<file path="src/hw/rtl/lmtc_pkg.sv">
// Package for the LFSR memory test checker: word types, opcodes, LFSR and
// counter helpers. No dependencies.
package lmtc_pkg;

  localparam int unsigned LfsrWidth = 24;
  localparam int unsigned DataWidth = 16;
  localparam int unsigned CountWidth = 16;

  localparam logic [LfsrWidth-1:0] LfsrToggle = 24'h80042B;
  localparam logic [LfsrWidth-1:0] LfsrOne = 24'h000001;
  localparam logic [CountWidth-1:0] CountMax = 16'hFFFF;
  localparam logic [CountWidth-1:0] CountOne = 16'h0001;

  typedef enum logic [2:0] {
    OP_BEGIN_PASS  = 3'd0,
    OP_FILL_STEP   = 3'd1,
    OP_BEGIN_CHECK = 3'd2,
    OP_CHECK_WORD  = 3'd3,
    OP_END_PASS    = 3'd4
  } lmtc_op_e;

  typedef struct packed {
    logic [2:0]           opcode;
    logic [LfsrWidth-1:0] seed;
    logic [DataWidth-1:0] read_word;
  } lmtc_in_t;

  typedef struct packed {
    logic [DataWidth-1:0]  pattern_word;
    logic                  mismatch;
    logic [CountWidth-1:0] error_count;
    logic [CountWidth-1:0] good_passes;
    logic [CountWidth-1:0] bad_passes;
    logic [CountWidth-1:0] pass_number;
  } lmtc_out_t;

  // Control from the sequencing logic to the LFSR block
  typedef struct packed {
    logic begin_pass;
    logic reload;
    logic step;
  } lmtc_lfsr_ctrl_t;

  // One Galois step: shift left, fold in the toggle mask when bit 23 falls out
  function automatic logic [LfsrWidth-1:0] lfsr_step(input logic [LfsrWidth-1:0] s);
    logic [LfsrWidth-1:0] r;
    r = {s[LfsrWidth-2:0], 1'b0};
    if (s[LfsrWidth-1]) begin
      r = r ^ LfsrToggle;
    end
    return r;
  endfunction

  function automatic logic [CountWidth-1:0] sat_inc(input logic [CountWidth-1:0] v);
    return (v == CountMax) ? CountMax : v + CountOne;
  endfunction

endpackage

</file>
<file path="src/hw/rtl/lmtc_lfsr.sv">
// LFSR block of the memory test checker: shift register and saved seed.
// Depends on lmtc_pkg.
module lmtc_lfsr (
  input  logic                            clk_i,
  input  logic                            rst_ni,
  input  lmtc_pkg::lmtc_lfsr_ctrl_t       ctrl_i,
  input  logic [lmtc_pkg::LfsrWidth-1:0]  seed_i,
  output logic [lmtc_pkg::DataWidth-1:0]  pattern_o
);
  import lmtc_pkg::*;

  logic [LfsrWidth-1:0] state_q, state_d;
  logic [LfsrWidth-1:0] seed_q, seed_d;
  logic [LfsrWidth-1:0] seed_fix;

  // zero seed would lock the LFSR up
  assign seed_fix = (seed_i == '0) ? LfsrOne : seed_i;

  always_comb begin
    seed_d  = seed_q;
    state_d = state_q;
    if (ctrl_i.begin_pass) begin
      seed_d  = seed_fix;
      state_d = seed_fix;
    end else if (ctrl_i.reload) begin
      state_d = seed_q;
    end else if (ctrl_i.step) begin
      state_d = lfsr_step(state_q);
    end
  end

  always_ff @(posedge clk_i or negedge rst_ni) begin
    if (!rst_ni) begin
      state_q <= LfsrOne;
      seed_q  <= LfsrOne;
    end else begin
      state_q <= state_d;
      seed_q  <= seed_d;
    end
  end

  // post-operation pattern, feeds the result word straight away
  assign pattern_o = state_d[DataWidth-1:0];

endmodule

</file>
<file path="config.mk">
export PLATFORM = sky130hd
export DESIGN_NAME = lmtc_lfsr
export DESIGN_NICKNAME = d
export VERILOG_FILES = /design/src/hw/rtl/lmtc_pkg.sv /design/src/hw/rtl/lmtc_lfsr.sv
export SDC_FILE = /design/constraint.sdc
export NUM_CORES = 1
export LEC_CHECK = 0
export BUFFER_PORTS_ARGS = -buffer_cell sky130_fd_sc_hd__buf_2
export CAP_MARGIN = 20
export CORE_MARGIN = 3
export CORE_UTILIZATION = 30
export DETAILED_ROUTE_END_ITERATION = 6
export PLACE_DENSITY = 0.59
export SLEW_MARGIN = 30
export SYNTH_ARGS = -nofsm -noshare
export SYNTH_HDL_FRONTEND = slang
export SYNTH_SLANG_ARGS = --single-unit
</file>
<file path="constraint.sdc">
create_clock -name clk_i -period 2.2 [get_ports clk_i]
set_input_delay 0.55 -clock clk_i [delete_from_list [all_inputs] [get_ports clk_i]]
set_output_delay 0.55 -clock clk_i [all_outputs]
set_load 0.05 [all_outputs]
</file>
==> flow_summary_export.csv, run 1 <==
group,metric,value,unit
sta,setup_ws,-24.6,ps
global_route,grt-ovfl-total,0,
place,io_buffers,44,
yosys,synth-main-ff-cell,"dfrtp_1",
place,dpl_worst_slack,-249,ps
final_layout,fin_nets,332,
place,routabilityCongestion,0.714,
clock_tree,cts_tree,"done",
flow_run,cap_viol_max_count,0,
power_and_ir_drop,power,2190,uW
run_status,outcome,"finished, violations left",
yosys,ys_seq_area_share,48.8,%
sta,fin_tns_setup,-24.6,ps
critical_path,cp_max_fo,7,
global_route,grt_pass1_wl,9.54,mm
global_route,grt_usage,12.6,%
clock_tree,clkSinkCount,48,
power_and_ir_drop,powerDensity,665,mW/mm2
route,routed_wl,5.52,mm
sta,finalHoldViolations,0,
yosys,synth_warnings,0,
clock_tree,cts_hold_buf,0,
hold_path,worst_hold_path_type,"primary input to async pin",
final_layout,drive_gt1_share,44.1,%
yosys,synth_edf_count,0,
yosys,async_flop_share,100,%
critical_path,slowest_stage,"dfrtp_2",
route,drc,0,
critical_path,path_cells,"mux2_2 > o31ai_2 > nor3_2 > buf_4 > buf_8",
critical_path,worstPathRequired,1650,ps
route,viasPerCell,4.53,
route,antenna_left,0,
yosys,syn_nets,269,
sta,tightest_slew,579,ps
floorplanning,rows,32,
final_layout,num_antenna_cells,0,
yosys,synthesis.area,0.00247,mm2
yosys,ys_ff_latch,48,
route,drt-met1-wl,2.61,mm
clock_tree,clock_path_buffers,2,
place,place_inst,396,
sta,hold_ws,236,ps
floorplanning,die_w,96.7,um
sta,drv_slew,0,
sta,finClkSkew,8.23,ps
place,dp_hpwl,4.09,mm
yosys,yosysMostFrequentCell,"dfrtp_1",
floorplanning,initial_core_util,31.5,%
critical_path,cpPeakStageDelay,480,ps
yosys,synth_top_area_cell,"dfrtp_1",
floorplanning,die_height,96.7,um
global_route,grt_pass1_vias,1917,
clock_tree,cts-root-buf,"clkbuf_8",
route,wl_met2,2.64,mm
final_layout,layoutNonFillerInstCount,406,
final_layout,multi_input_area,0.00108,mm2
run_status,violations,"negative setup slack",
global_route,grt_max_degree,26,
critical_path,crit_type,"register to primary output",
final_layout,register_area,0.00120,mm2
yosys,synth_cell_type_count,27,
yosys,synthCells,240,
clock_tree,htreeDepth,2,
floorplanning,die_area,0.00935,mm2
final_layout,nFillCells,808,
route,drt-pass1-iter-count,4,
sta,maxSlewHeadroom,61.4,%
yosys,synth_area_per_cell,10.3,um2
route,met3_wirelength,189,um
route,top_layer_used,"met4",
sta,finalCritPeriodShare,101,%
floorplanning,num_io_pins,45,
route,post_drt_wl_per_cell,13.6,um
yosys,synth_top_area_share,46.6,%
route,num_vias,1841,
critical_path,arrival,1670,ps
floorplanning,core_area,0.00785,mm2
yosys,yosys-top-cells-area,"dfrtp_1 (47%), mux2_2 (10%), o21ai_0 (7.9%)",
sta,post-route-min-period,2220,ps
power_and_ir_drop,peakVddDrop,0.271,mV
global_route,antenna_found_initial,0,
power_and_ir_drop,p_leak,0.00155,uW
critical_path,start_kind,"register",
critical_path,critPathCaptureType,"primary output",
sta,rsz0062_at_grt,"true",
sta,finalSetupViolCount,1,
yosys,synth_common_cells,"dfrtp_1 (46), o21ai_0 (39), mux2_2 (23)",
clock_tree,cts_made_buffers,5,
sta,max_freq,0.450,GHz
final_layout,area.growth.synth_to_final,33.4,%
clock_tree,clk_latency,300,ps
clock_tree,path_clk_slew,90,ps
route,first_iter_violations,93,
critical_path,reg2regPathDepth,5,
[final timing paths]
| kind | startpoint | slack (ps) | end |
|---|---|---|---|
| max in group asynchronous | rst_ni | 1340 | seed_q[0] |
| setup reg to reg | state_q[23] | 780 | state_q[3] |
| min in group clk_i | seed_i[2] | 490 | seed_q[2] |
| hold reg to reg | seed_q[3] | 520 | seed_q[3] |
| setup / recovery | state_q[23] | -20 | pattern_o[0] |
| hold / removal | rst_ni | 240 | seed_q[18] |
[cell usage in the layout, fill, tap and decap left out]
cell      instances
a21oi_2           4
buf_2            22
nor3_1            1
a21boi_0          1
mux2i_1          19
clkbuf_8          7
dfrtp_1          45
o31ai_2           1
or3b_1            1
and3b_1           1
nor2b_1           4
a41oi_2           1
o21ai_2           1
nand2b_1          1
inv_1            19
buf_12            5
dfstp_2           2
buf_6            10
nor2_1            4
mux2_2           23
clkbuf_1          1
dfrtp_2           1
a21oi_1           5
o21ai_0          29
nor4_4            2
nand3_1           1
nor3_2            1
buf_8             2
a21o_1            1
nand4_1           1
nand2_1          19
a211o_1           4
nor4_2            4
xnor2_1           4
o21ai_1           9
buf_4            48
[flip-flops by register name, indices dropped and copies added, names as in the netlist]
signal / count
seed_q: 24
state_q: 24
[worst max-delay path: cells and delay by family (launching register included)]
family,cells,cell delay [ps]
flip-flops,1,480
multiplexers,1,300
buffers and inverters,2,290
AO/OA/AOI/OAI,1,220
AND/OR/NAND/NOR,1,80
[where the power goes]
group          internal (uW)  total, uW  switching [uW]
registers                973       1020            50.8
logic                    272        587             315
clock network            287        579             291
total                   1530       2190             657
[kinds of logic (layout without fill, tap and decap cells)]
family	Yosys count	after routing	share of synthesized area, %
xor+xnor	4	4	1.42
simple gates	40	40	7.86
mux	42	42	18.2
flops	48	48	48.8
buf+inv	50	114	11.4
compound gates	56	56	12.4
[metal layers]
layer  GRT usage (%)  vias to the layer above
li1                -                      932
met1            17.1                      873
met2            19.3                       29
met3            2.96                        7
met4            4.86                        0
met5               0                        -
[metrics by stage]
step / utilization [%] / cell area, um2
2_1_floorplan: - / 2470
3_3_place_gp: 37.9 / 2980
3_5_place_dp: 37.9 / 2980
4_1_cts: 40.6 / 3190
5_1_grt: 42.0 / 3290
6_report: 42.0 / 3290
[final cells by class]
class / count / share of cell area, %
flip-flops and latches: 48 / 36.6
multi-input cells: 142 / 32.7
well taps: 102 / 3.88
repair buffers: 87 / 21.7
inverters: 19 / 2.17
clock buffers: 8 / 3.04
[what timing repair did]
item | in CTS | in global routing
resized for setup | 29 | 36
setup buffers | 0 | 2
endpoints found under the setup margin | 16 | 15
pin swaps | 1 | 6
cloned | 0 | 0
Note: power is estimated with default switching activity, not from simulation.
==> run 2, diff against run 1 <==
--- a/config.mk
+++ b/config.mk
@@ -5,6 +5,7 @@
 export SDC_FILE = /design/constraint.sdc
 export NUM_CORES = 1
 export LEC_CHECK = 0
+export ABC_AREA = 1
 export BUFFER_PORTS_ARGS = -buffer_cell sky130_fd_sc_hd__buf_2
 export CAP_MARGIN = 20
 export CORE_MARGIN = 3
==> run 2 against run 1 <==
Compared with the run above: the flow now finishes without violations; cell area shrank 12%; clock skew shrank 2.2 ps; sequential power about the same; critical path depth up 3.
==> flow_summary_export.csv, run 2 <==
group,metric,value,unit
critical_path,worstSetupStartpoint,"ctrl_i[1]",
floorplanning,die_area,0.00904,mm2
critical_path,arrival,1560,ps
global_route,grt-ovfl-total,0,
yosys,synth_top_area_share,48.3,%
yosys,ys_ff_latch,48,
route,first_iter_violations,84,
floorplanning,initial_core_util,31.8,%
clock_tree,htreeDepth,2,
power_and_ir_drop,clkPwrFrac,31.7,%
clock_tree,cts_hold_buf,0,
final_layout,num_antenna_cells,0,
run_status,outcome,"complete, no violations",
yosys,synth-main-ff-cell,"dfrtp_1",
yosys,yosysMostFrequentCell,"nand2_1",
clock_tree,path_clk_slew,90,ps
route,drc,0,
global_route,grt_max_degree,49,
clock_tree,cts-root-buf,"clkbuf_8",
power_and_ir_drop,powerDensity,751,mW/mm2
critical_path,r2r_slack,1170,ps
sta,post-route-min-period,2110,ps
clock_tree,cts_made_buffers,5,
place,dp_hpwl,4.27,mm
final_layout,drive_gt1_share,26.9,%
critical_path,crit_path_frequent_cell,"nand2_1",
critical_path,reg2regPathDepth,4,
sta,maxSlewHeadroom,80.2,%
sta,finalCritPeriodShare,96.1,%
yosys,syn_nets,314,
floorplanning,num_io_pins,45,
floorplanning,die_height,95.1,um
sta,rsz0062_at_grt,"true",
power_and_ir_drop,peakVddDrop,0.316,mV
critical_path,crit_type,"primary input to primary output",
yosys,async_flop_share,100,%
route,num_vias,1961,
sta,finalSetupViolCount,0,
critical_path,critPathCaptureType,"primary output",
floorplanning,die_w,95.1,um
yosys,synth_edf_count,0,
final_layout,final_common_cell,"nand2_1",
yosys,ys_seq_area_share,50.6,%
yosys,synth_top_area_cell,"dfrtp_1",
floorplanning,rows,31,
yosys,yosys-top-cells-area,"dfrtp_1 (48%), nand2_1 (23%), buf_4 (5.7%)",
final_layout,layout_common_cells,"nand2_1 (143), dfrtp_1 (45), buf_2 (28), buf_4 (22), nor2_1 (15)",
sta,finClkSkew,6.05,ps
clock_tree,cts_tree,"done",
route,antenna_left,0,
yosys,synth_warnings,0,
hold_path,worst_hold_path_type,"primary input to async pin",
sta,hold_ws,228,ps
critical_path,worstPathRequired,1650,ps
critical_path,r2r_start,"state_q[23]",
power_and_ir_drop,swShare,29.2,%
yosys,synth_cell_type_count,23,
final_layout,area.growth.synth_to_final,22.1,%
global_route,grt_pass1_wl,9.45,mm
yosys,synth_area_per_cell,8.35,um2
global_route,antenna_found_initial,0,
sta,fin_tns_setup,0,ps
power_and_ir_drop,p_int,1550,uW
place,routabilityCongestion,0.787,
critical_path,start_kind,"primary input",
yosys,synth_common_cells,"nand2_1 (143), dfrtp_1 (46), buf_4 (18)",
critical_path,cpPeakStageDelay,200,ps
critical_path,cp_max_fo,8,
clock_tree,clkSinkCount,48,
route,viasPerCell,4.56,
final_layout,fin_nets,359,
clock_tree,clk_latency,300,ps
global_route,grt_usage,13.6,%
critical_path,path_cells,"clkbuf_4 > nor2_4 > buf_4 > nand2_1 > nand3_1 > nand2_1 > nand2_1 > buf_6",
power_and_ir_drop,comb_power_share,21.6,%
place,io_buffers,44,
route,drt-pass1-iter-count,4,
power_and_ir_drop,power.switching,637,uW
final_layout,top_regs,"seed_q x24, state_q x24",
yosys,synthCells,285,
route,routed_wl,5.67,mm
critical_path,slowest_stage,"nor2_4",
yosys,synthesis.area,0.00238,mm2
sta,finalHoldViolations,0,
clock_tree,clock_path_buffers,2,
floorplanning,core_area,0.00749,mm2
power_and_ir_drop,seqPwrFrac,46.8,%
critical_path,regToRegEndpoint,"state_q[1]",
flow_run,cap_viol_max_count,0,
sta,tightest_slew,297,ps
route,post_drt_wl_per_cell,13.2,um
power_and_ir_drop,p_leak,0.00147,uW
global_route,grt_pass1_vias,1992,
sta,max_freq,0.473,GHz
sta,drv_slew,0,
-- run 2: changes by cell type in the layout (fill, tap and decap cells not counted), sizes merged, moves of 11 or more --
cell,change
nand2,+125
o2111ai,+11
nor2,+14
mux2,-23
mux2i,-19
inv,-12
buf,-23
o21ai,-32
-- run 2: timing repair --
| item | 4_1_cts | 5_1_grt |
|---|---|---|
| gates cloned | 0 | 0 |
| buffers inserted | 0 | 1 |
| pin swaps | 0 | 2 |
| endpoints found under the setup margin | 2 | 16 |
| gates resized for setup | 2 | 45 |
-- run 2: worst max path at each step --
| stage | to | slack, ps | cells after the start |
|---|---|---|---|
| 2_1_floorplan | pattern_o[9] | 240 | 8 |
| 3_3_place_gp | pattern_o[8] | -5 | 8 |
| 3_5_place_dp | pattern_o[8] | -10 | 8 |
| 4_1_cts | pattern_o[11] | 10 | 7 |
| 5_1_grt | pattern_o[8] | -20 | 7 |
| 6_report | pattern_o[15] | 90 | 8 |
-- run 2: final cells by class --
class,count,area [um2]
Clock buffer,7,96.3
Clock inverter,1,30.0
Fill cell,776,4580
Inverter,7,33.8
Multi-Input combinational cell,202,932
Sequential cell,48,1200
Tap cell,99,124
Timing Repair Buffer,66,487
-- run 2: per-layer routing --
| layer | part of all wire [%] | track usage (%) | up-vias |
|---|---|---|---|
| met1 | 45 | 18.5 | 923 |
| met4 | 1.0 | 3.49 | 0 |
| met3 | 6.1 | 3.63 | 6 |
| met5 | 0 | 0 | - |
| li1 | - | - | 987 |
| met2 | 48 | 21.6 | 45 |
-- run 2: per-stage QoR --
stage	area (um2)	setup WS, ps	total power [uW]	util, %	instances
6_report	2910	86.2	2180	38.8	430
4_1_cts	2800	14.9	2170	37.4	429
5_1_grt	2910	-19.4	2300	38.8	430
2_1_floorplan	2380	242	1360	-	285
3_5_place_dp	2670	-14.9	1470	35.6	421
3_3_place_gp	2670	-5.48	1460	35.6	421
-- run 2: kinds of logic (layout without fill, tap and decap cells) --
family / after synthesis / in the layout / share of synthesized area, %
XOR/XNOR: 5 / 5 / 1.84
buffers and inverters: 35 / 81 / 11.0
flip-flops: 48 / 48 / 50.6
AND/OR/NAND/NOR: 171 / 171 / 28.5
AO/OA/AOI/OAI: 26 / 26 / 8.09
-- run 2: critical path: cells and delay by family --
family,cells,cell delay [ps]
buffers and inverters,3,510
AND/OR/NAND/NOR,5,500
-- run 2: power by group through the flow --
stage / clock network (uW) / registers (uW) / logic (uW)
after floorplan: 0 / 1020 / 344
after global placement: 0 / 1040 / 427
after detailed placement: 0 / 1040 / 430
after CTS: 712 / 1020 / 434
after global routing: 747 / 1030 / 524
final: 691 / 1020 / 471
==> run 3, diff against run 2 <==
--- a/config.mk
+++ b/config.mk
@@ -5,8 +5,7 @@
 export SDC_FILE = /design/constraint.sdc
 export NUM_CORES = 1
 export LEC_CHECK = 0
-export ABC_AREA = 1
-export BUFFER_PORTS_ARGS = -buffer_cell sky130_fd_sc_hd__buf_2
+export BUFFER_PORTS_ARGS = -buffer_cell sky130_fd_sc_hd__clkbuf_2
 export CAP_MARGIN = 20
 export CORE_MARGIN = 3
 export CORE_UTILIZATION = 30
==> run 3 against run 2 <==
Compared with the run above: hold slack better by 110 ps; core utilization is 6.5 points higher; sequential power about the same; clock skew increased by 3.6 ps; worst setup slack worse by 82 ps; sequential share of layout area is 7.6 points lower; die area up 3.4%; cell count decreased by 5.6%; combinational power is 46% higher; largest power group unchanged.
==> flow_summary_export.csv, run 3 (synthesized netlist as in run 1, its figures left out) <==
group,metric,value,unit
power_and_ir_drop,peakVddDrop,0.303,mV
floorplanning,num_io_pins,45,
final_layout,top_regs,"seed_q x24, state_q x24",
floorplanning,core_area,0.00785,mm2
sta,max_freq,0.455,GHz
floorplanning,die_w,96.7,um
clock_tree,cts-root-buf,"clkbuf_8",
global_route,antenna_found_initial,0,
global_route,grt_max_degree,49,
critical_path,arrival,1650,ps
route,drc,0,
route,drt-pass1-iter-count,4,
critical_path,critPathCaptureType,"primary output",
clock_tree,path_clk_slew,90,ps
run_status,outcome,"complete, no violations",
clock_tree,cts_tree,"done",
sta,finClkSkew,9.69,ps
route,post_drt_wl_per_cell,14.0,um
critical_path,slowest_stage,"dfrtp_2",
sta,finalCritPeriodShare,99.8,%
route,num_vias,1872,
critical_path,worstPathRequired,1650,ps
critical_path,path_cells,"xnor2_1 > a211o_1 > a21oi_2 > buf_4 > buf_12",
global_route,grt-ovfl-total,0,
route,first_iter_violations,74,
critical_path,cp_top_family,"flip-flops",
sta,drv_slew,0,
route,antenna_left,0,
critical_path,reg2regPathDepth,5,
final_layout,final_common_cell,"dfrtp_1",
final_layout,fin_nets,332,
sta,maxSlewHeadroom,59.9,%
place,placed_area,0.00312,mm2
critical_path,start_kind,"register",
global_route,grt_usage,12.2,%
sta,tightest_slew,602,ps
floorplanning,rows,32,
hold_path,worst_hold_path_type,"primary input to async pin",
place,io_buffers,44,
global_route,grt_pass1_vias,1964,
final_layout,design_area,0.00356,mm2
final_layout,final_util,45.3,%
critical_path,r2r_slack,890,ps
floorplanning,die_area,0.00935,mm2
critical_path,cp_max_fo,6,
final_layout,drive_gt1_share,46.4,%
route,viasPerCell,4.61,
clock_tree,cts_hold_buf,0,
floorplanning,initial_core_util,31.5,%
power_and_ir_drop,power,2380,uW
flow_run,cap_viol_max_count,0,
sta,finalHoldViolations,0,
final_layout,layout_common_cells,"dfrtp_1 (45), buf_4 (40), o21ai_0 (28), mux2_2 (23), clkbuf_2 (23)",
final_layout,num_antenna_cells,0,
route,routed_wl,5.70,mm
global_route,grt_pass1_wl,9.49,mm
place,dp_hpwl,3.84,mm
sta,rsz0062_at_grt,"true",
critical_path,r2r_start,"state_q[23]",
clock_tree,htreeDepth,2,
critical_path,path_depth,5,
sta,finalSetupViolCount,0,
sta,fin_tns_setup,0,ps
critical_path,critical_path.n_buffers_inverters,2,
clock_tree,clk_latency,300,ps
critical_path,crit_type,"register to primary output",
critical_path,cpPeakStageDelay,480,ps
power_and_ir_drop,p_leak,0.00165,uW
critical_path,regToRegEndpoint,"state_q[5]",
power_and_ir_drop,powerDensity,670,mW/mm2
clock_tree,clkSinkCount,48,
floorplanning,die_height,96.7,um
place,routabilityCongestion,0.766,
clock_tree,cts_made_buffers,5,
sta,post-route-min-period,2200,ps
clock_tree,clock_path_buffers,2,
final_layout,area.growth.synth_to_final,44.1,%
[run 3: cell types whose count changed in the layout (fill, tap and decap cells not counted), moves of 8 or more]
| cell | change |
|---|---|
| mux2i_1 | +19 |
| inv_1 | +16 |
| nand2_1 | -124 |
| buf_4 | +18 |
| buf_6 | -11 |
| mux2_2 | +23 |
| nor2_1 | -11 |
| buf_12 | +16 |
| o2111ai_1 | -9 |
| o21ai_0 | +25 |
| buf_2 | -28 |
| nand3_1 | -8 |
| clkbuf_2 | +23 |
[run 3: power by group]
| part | total (uW) | internal (uW) | switching, uW |
|---|---|---|---|
| sequential | 1020 | 972 | 50.7 |
| clock | 672 | 372 | 300 |
| combinational | 687 | 343 | 344 |
| total | 2380 | 1690 | 695 |
[run 3: final cells by class]
type / count / area, um2
inverter: 19 / 71.3
fill: 750 / 4290
timing repair buffer: 87 / 887
multi-input combinational: 142 / 1140
clock inverter: 2 / 38.8
tap: 102 / 128
clock buffer: 6 / 82.6
sequential: 48 / 1200
[run 3: per-stage QoR]
step                worst slack [ps]  hold WS, ps  instances
floorplan                        179          254        240
global placement                -102          490        389
detailed placement             -80.5          503        389
CTS                            -36.0          369        401
global route                   -48.7          389        406
finish                          3.90          342        406
[run 3: routing by layer]
metal | GRT usage, % | vias up | wire, um
li1 | - | 934 | -
met1 | 17.4 | 901 | 2680
met2 | 19.2 | 32 | 2800
met3 | 2.52 | 5 | 175
met4 | 2.81 | 0 | 46
met5 | 0 | - | 0
[run 3: how the worst max path moves through the flow]
| stage | slack (ps) | to | from |
|---|---|---|---|
| final | 4 | pattern_o[10] | state_q[23] |
| after global routing | -50 | pattern_o[10] | state_q[23] |
| after CTS | -40 | pattern_o[0] | seed_i[23] |
| after detailed placement | -80 | pattern_o[0] | ctrl_i[0] |
| after global placement | -100 | pattern_o[0] | seed_i[17] |
| after floorplan | 180 | pattern_o[0] | seed_i[17] |
[run 3: timing repair]
item | in CTS | in global routing
setup endpoints to repair | 16 | 6
pin swaps | 5 | 11
gates resized for setup | 31 | 24
setup buffers | 3 | 6
cloned | 2 | 0
endpoints found under the hold margin | 0 | 0
